--- src/rtl/ats_pkg.sv ---
package ats_pkg;

    localparam int MAX_TILES  = 64;
    localparam int MAX_MODES  = 16;
    localparam int TILE_W     = 6;
    localparam int MODE_W     = 4;
    localparam int COUNT_W    = 16;
    localparam int FRAC_W     = 16;
    localparam int MC_W       = 5;
    localparam int ADDR_W     = TILE_W + MODE_W;
    localparam int STORE_DEPTH = MAX_TILES * MAX_MODES;
    localparam int TOTAL_W    = COUNT_W + MODE_W;        // sum of up to 16 counts
    localparam int PROD_W     = COUNT_W + MC_W;          // count * modes
    localparam int DIVIDEND_W = PROD_W + FRAC_W;
    localparam int WP_W       = FRAC_W + MODE_W + 1;     // up to modes * 1.0
    localparam int PROB_W     = FRAC_W + 1;              // Q1.16
    localparam int TBL_W      = PROB_W + MODE_W;         // {prob, alias}
    localparam int TIU_W      = 7;
    localparam int PADDR_W    = 3;

    localparam logic [WP_W-1:0]   ONE_FX   = WP_W'(1) << FRAC_W;
    localparam logic [PROB_W-1:0] ONE_PROB = PROB_W'(1) << FRAC_W;
    localparam logic [MC_W-1:0]   MC_MAX   = MC_W'(MAX_MODES);
    localparam logic [TIU_W-1:0]  TIU_MAX  = TIU_W'(MAX_TILES);
    localparam logic [TIU_W-1:0]  TIU_RESET = 7'd64;
    localparam logic [PADDR_W-1:0] ADDR_TILES_IN_USE = 3'd0;

    localparam logic [1:0] FUNC_WRITE  = 2'd0;
    localparam logic [1:0] FUNC_MODES  = 2'd1;
    localparam logic [1:0] FUNC_BUILD  = 2'd2;
    localparam logic [1:0] FUNC_SAMPLE = 2'd3;

    localparam logic [1:0] STATUS_OK    = 2'd0;
    localparam logic [1:0] STATUS_SKIP  = 2'd1;
    localparam logic [1:0] STATUS_RANGE = 2'd2;

    typedef struct packed {
        logic [1:0]         func;
        logic [TILE_W-1:0]  tile;
        logic [MODE_W-1:0]  mode;
        logic [COUNT_W-1:0] count;
        logic [MC_W-1:0]    mode_count;
        logic [FRAC_W-1:0]  rand_fraction;
    } item_t;

    typedef struct packed {
        logic [MODE_W-1:0] chosen_mode;
        logic [1:0]        status;
    } result_t;

    typedef enum logic [4:0] {
        ST_CLEAR,
        ST_IDLE,
        ST_SMP_RD,
        ST_SMP_EV,
        ST_BLD_TILE,
        ST_BLD_N,
        ST_SUM_RD,
        ST_SUM_ACC,
        ST_P_RD,
        ST_P_DIV,
        ST_P_WAIT,
        ST_PAIR_S,
        ST_PAIR_L,
        ST_PAIR_WR,
        ST_LEFT_RD,
        ST_LEFT_WR,
        ST_FIN
    } state_t;

endpackage

--- src/rtl/ats_div.sv ---
module ats_div (
    input  logic                          clk,
    input  logic                          rst_n,
    input  logic                          start,
    input  logic [ats_pkg::DIVIDEND_W-1:0] dividend,
    input  logic [ats_pkg::TOTAL_W-1:0]   divisor,
    output logic                          done,
    output logic [ats_pkg::WP_W-1:0]      quotient
);
    import ats_pkg::*;

    localparam int STEPS = WP_W;
    localparam logic [4:0] LAST_STEP = 5'(STEPS - 1);

    logic                  busy_reg, busy_next;
    logic                  done_reg, done_next;
    logic [4:0]            step_reg, step_next;
    logic [TOTAL_W-1:0]    rem_reg, rem_next;
    logic [WP_W-1:0]       low_reg, low_next;
    logic [WP_W-1:0]       q_reg, q_next;
    logic [TOTAL_W-1:0]    div_reg, div_next;
    logic [TOTAL_W:0]      trial;
    logic                  fits;

    // one quotient bit per cycle; quotient is known to fit WP_W bits
    always_comb
    begin
        busy_next = busy_reg;
        done_next = 1'b0;
        step_next = step_reg;
        rem_next  = rem_reg;
        low_next  = low_reg;
        q_next    = q_reg;
        div_next  = div_reg;
        trial     = {rem_reg, low_reg[WP_W-1]};
        fits      = (trial >= {1'b0, div_reg});
        if (start)
        begin
            busy_next = 1'b1;
            step_next = '0;
            rem_next  = TOTAL_W'(dividend[DIVIDEND_W-1:WP_W]);
            low_next  = dividend[WP_W-1:0];
            div_next  = divisor;
        end
        else if (busy_reg)
        begin
            rem_next = fits ? TOTAL_W'(trial - {1'b0, div_reg}) : TOTAL_W'(trial);
            low_next = {low_reg[WP_W-2:0], 1'b0};
            q_next   = {q_reg[WP_W-2:0], fits};
            step_next = step_reg + 5'd1;
            if (step_reg == LAST_STEP)
            begin
                busy_next = 1'b0;
                done_next = 1'b1;
            end
        end
    end

    always_ff @(posedge clk or negedge rst_n)
    begin
        if (!rst_n)
        begin
            busy_reg <= 1'b0;
            done_reg <= 1'b0;
            step_reg <= '0;
        end
        else
        begin
            busy_reg <= busy_next;
            done_reg <= done_next;
            step_reg <= step_next;
        end
    end

    always_ff @(posedge clk)
    begin
        rem_reg <= rem_next;
        low_reg <= low_next;
        q_reg   <= q_next;
        div_reg <= div_next;
    end

    assign done     = done_reg;
    assign quotient = q_reg;

endmodule

--- config.mk ---
export PLATFORM = sky130hd
export DESIGN_NAME = ats_div
export DESIGN_NICKNAME = d
export VERILOG_FILES = /design/src/rtl/ats_pkg.sv /design/src/rtl/ats_div.sv
export SDC_FILE = /design/constraint.sdc
export NUM_CORES = 1
export LEC_CHECK = 0
export BUFFER_PORTS_ARGS = -buffer_cell sky130_fd_sc_hd__buf_4
export CAP_MARGIN = 20
export CORE_MARGIN = 2
export CORE_UTILIZATION = 51
export CTS_CLUSTER_DIAMETER = 80
export DETAILED_ROUTE_END_ITERATION = 8
export GPL_TIMING_DRIVEN = 1
export PLACE_DENSITY = 0.82
export SYNTH_ARGS = -nofsm -noshare
export SYNTH_HDL_FRONTEND = slang
export SYNTH_SLANG_ARGS = --single-unit
--- constraint.sdc ---
create_clock -name clk -period 3 [get_ports clk]
set_input_delay 0.3 -clock clk [delete_from_list [all_inputs] [get_ports clk]]
set_output_delay 0.3 -clock clk [all_outputs]
set_load 0.02 [all_outputs]
==> impl_metrics.py <==
metrics = {
    "outcome": {
        "status": "complete, no violations",
    },
    "placement": {
        "dp_slack_ns": 0.1658,
        "place_congestion": 0.8873,
        "dp_hpwl_um": 6785,
        "port_buffers": 81,
    },
    "final_layout": {
        "drive_gt1_share_pct": 28.93,
        "layout_common_cells": "91 x buf_4, 78 x edfxtp_1, 28 x inv_1",
        "area_growth_pct": 20.37,
        "final_util_pct": 63.90,
        "nets": 556,
        "final_common_cell": "buf_4",
        "insertedDiodeCount": 0,
    },
    "setup_path": {
        "slowest_stage": "edfxtp_1",
        "r2r_slack_ns": 0.25,
        "r2r_cells": 9,
        "critPathCaptureType": "flip-flop",
        "critPathTopFamily": "compound AO/OA/AOI/OAI gates",
        "cp_max_fo": 8,
        "slowest_delay_ns": 0.41,
        "worstSetupStartpointType": "flip-flop",
        "arrival_ns": 2.93,
        "worst-path-stages": 9,
        "rr_endpoint": "rem_reg[1]",
        "reg2reg_from": "rem_reg[3]",
        "crit_buf_inv": 1,
        "crit_type": "flip-flop to flip-flop",
        "crit_required_ns": 3.18,
        "crit_chain": "ha_1, a21o_1, a31oi_1, a211oi_2, nor3_4, a211oi_4, nor2_4, inv_2, a311oi_1",
    },
    "floorplan": {
        "die-width_um": 99.74,
        "ios": 82,
        "dieArea_mm2": 0.009947,
        "die_h_um": 99.74,
        "rows": 34,
        "core_region_area_mm2": 0.008806,
        "start_util_pct": 53.08,
    },
    "sta": {
        "slew_headroom_pct": 47.16,
        "tightest_slew_ns": 0.7877,
        "finalWorstSetupSlack_ns": 0.2470,
        "hold_violations": 0,
        "fin_tns_setup_ns": 0,
        "fin_crit_sh_pct": 91.77,
        "rsz0062_at_grt": "false",
        "skew_ns": 0.005626,
        "hold_ws_ns": 0.1068,
        "finalWorstPathRequiredPeriod_ns": 2.753,
        "slew_viol_final": 0,
        "finalSetupViolCount": 0,
        "max_freq_ghz": 0.3632,
    },
    "yosys": {
        "syn_avg_cell_area_um2": 12.05,
        "synth_edf_count": 78,
        "ys_seq_area_share_pct": 55.57,
        "syn-cell-area_mm2": 0.004674,
        "synth_adder_area_share_pct": 6.317,
        "synthMuxAreaShare_pct": 5.460,
        "synth_top_area_share_pct": 50.11,
        "synth_top_family_by_area": "compound AO/OA/AOI/OAI gates",
        "synthFlopType": "edfxtp_1",
        "synth_xor_area_share_pct": 3.185,
        "yosysTopAreaCell": "edfxtp_1",
        "ys_seq_elements": 89,
        "synthTopCellsByArea": "edfxtp_1 50%, ha_1 5.9%, mux2_2 4.8%",
        "synth-simple-area-share_pct": 10.79,
        "synth_compound_area_share_pct": 14.40,
        "ys_async_sr_fraction_pct": 7.865,
        "synthesis.nets": 471,
        "synthCells": 388,
        "synth_warnings": 0,
        "synth_cell_types": 68,
    },
    "cts": {
        "clkSinkCount": 89,
        "cts_buffers": 9,
        "clockBufferDepth": 2,
        "clockRootBuffer": "clkbuf_8",
        "cts_tree": "yes",
        "cts_setup_buffers": 0,
        "clk-insertion-delay-late_ns": 0.36,
        "h-tree-depth": 3,
        "path_clk_slew_ns": 0.09,
    },
    "drt": {
        "drc": 0,
        "ant_nets": 0,
        "wirelength_um": 9826,
        "wl_per_cell_um": 16.80,
        "first_iter_violations": 204,
        "dr.pass1.iters": 5,
        "via_per_inst": 5.790,
        "vias": 3387,
    },
    "grt": {
        "grt_antenna_before_repair": 0,
        "grt.overflow.total": 0,
        "grt_pass1_wl_um": 16120,
        "grt_pass1_vias": 3464,
        "grt_max_degree": 52,
        "grt_usage_pct": 20.42,
    },
    "power": {
        "total_power_uw": 4504,
        "p_leak_uw": 0.002305,
        "power.density_mw_per_mm2": 800.5,
        "vdd_drop_max_uv": 413.8,
    },
    "job": {
        "drv_cap": 0,
    },
    "min_path": {
        "hold_start": "divisor[6]",
        "min_to": "div_reg[6]",
        "hp-class": "input port to flip-flop",
        "min_path_cells": 1,
    },
}
[area by class of cell]
class / instances / area [µm²]
clock buffers: 10 / 127.6
clock inverters: 5 / 80.08
fillers: 683 / 3179
inverters: 30 / 112.6
multi-input cells: 251 / 1881
flip-flops and latches: 89 / 2597
well taps: 108 / 135.1
repair buffers: 92 / 693.2
[cells by family after synthesis]
kind of cell / Yosys count
xor gates and xnor gates: 17
AOI/OAI and AO/OA: 91
adders and majority gates: 23
DFF: 89
and+or+nand+nor: 97
buffers and inverters: 48
muxes: 23
[how the worst max path moves through the flow]
stage | startpoint | endpoint
2_1_floorplan | low_reg[20] | rem_reg[14]
3_3_place_gp | rem_reg[3] | rem_reg[8]
3_5_place_dp | rem_reg[13] | rem_reg[7]
4_1_cts | rem_reg[13] | rem_reg[7]
5_1_grt | low_reg[20] | rem_reg[18]
6_report | rem_reg[3] | rem_reg[1]
[worst register-to-register path, stage by stage (launching register included)]
cell	delay [ns]
edfxtp_1	0.41
ha_1	0.38
a21o_1	0.21
a31oi_1	0.32
a211oi_2	0.15
nor3_4	0.29
a211oi_4	0.13
nor2_4	0.29
inv_2	0.12
a311oi_1	0.28
[per-layer routing]
metal  GRT usage, %  share of wire (%)
met1          25.96                 42
met2          33.63                 49
met3          6.535                8.0
met4          6.006               0.98
met5              0                  0
[cells in the mapped netlist (4+ instances only)]
cell,count
o21ai_0,7
nor2b_1,5
nand4_1,8
a211oi_1,5
nand2_1,19
clkbuf_1,8
xor2_1,5
o21a_1,7
edfxtp_1,78
a21oi_1,11
ha_1,22
nand3_1,8
nor3_1,7
dfrtp_1,7
mux2_2,20
o21ai_1,9
nor2_1,25
inv_1,28
xnor2_1,12
dfxtp_1,4
and2_1,6
a31oi_1,8
[metrics by stage]
stage	instance area, µm²	std cells
6_report	5627	585
5_1_grt	5627	585
4_1_cts	5625	585
3_5_place_dp	5408	569
3_3_place_gp	5408	569
2_1_floorplan	4674	388
[report_power, final]
part / total, µW / internal [µW] / switching [µW] / leakage, µW
clock network: 890 / 465 / 425 / 0.000100
logic: 1900 / 821 / 1080 / 0.00129
registers: 1710 / 1600 / 113 / 0.000919
[what timing repair did]
item	in CTS	in global routing
gates resized for setup	0	2
hold endpoints to repair	7	0
hold buffers	1	0
setup endpoints to repair	0	7
No activity file was read; power rests on OpenSTA's default activity.
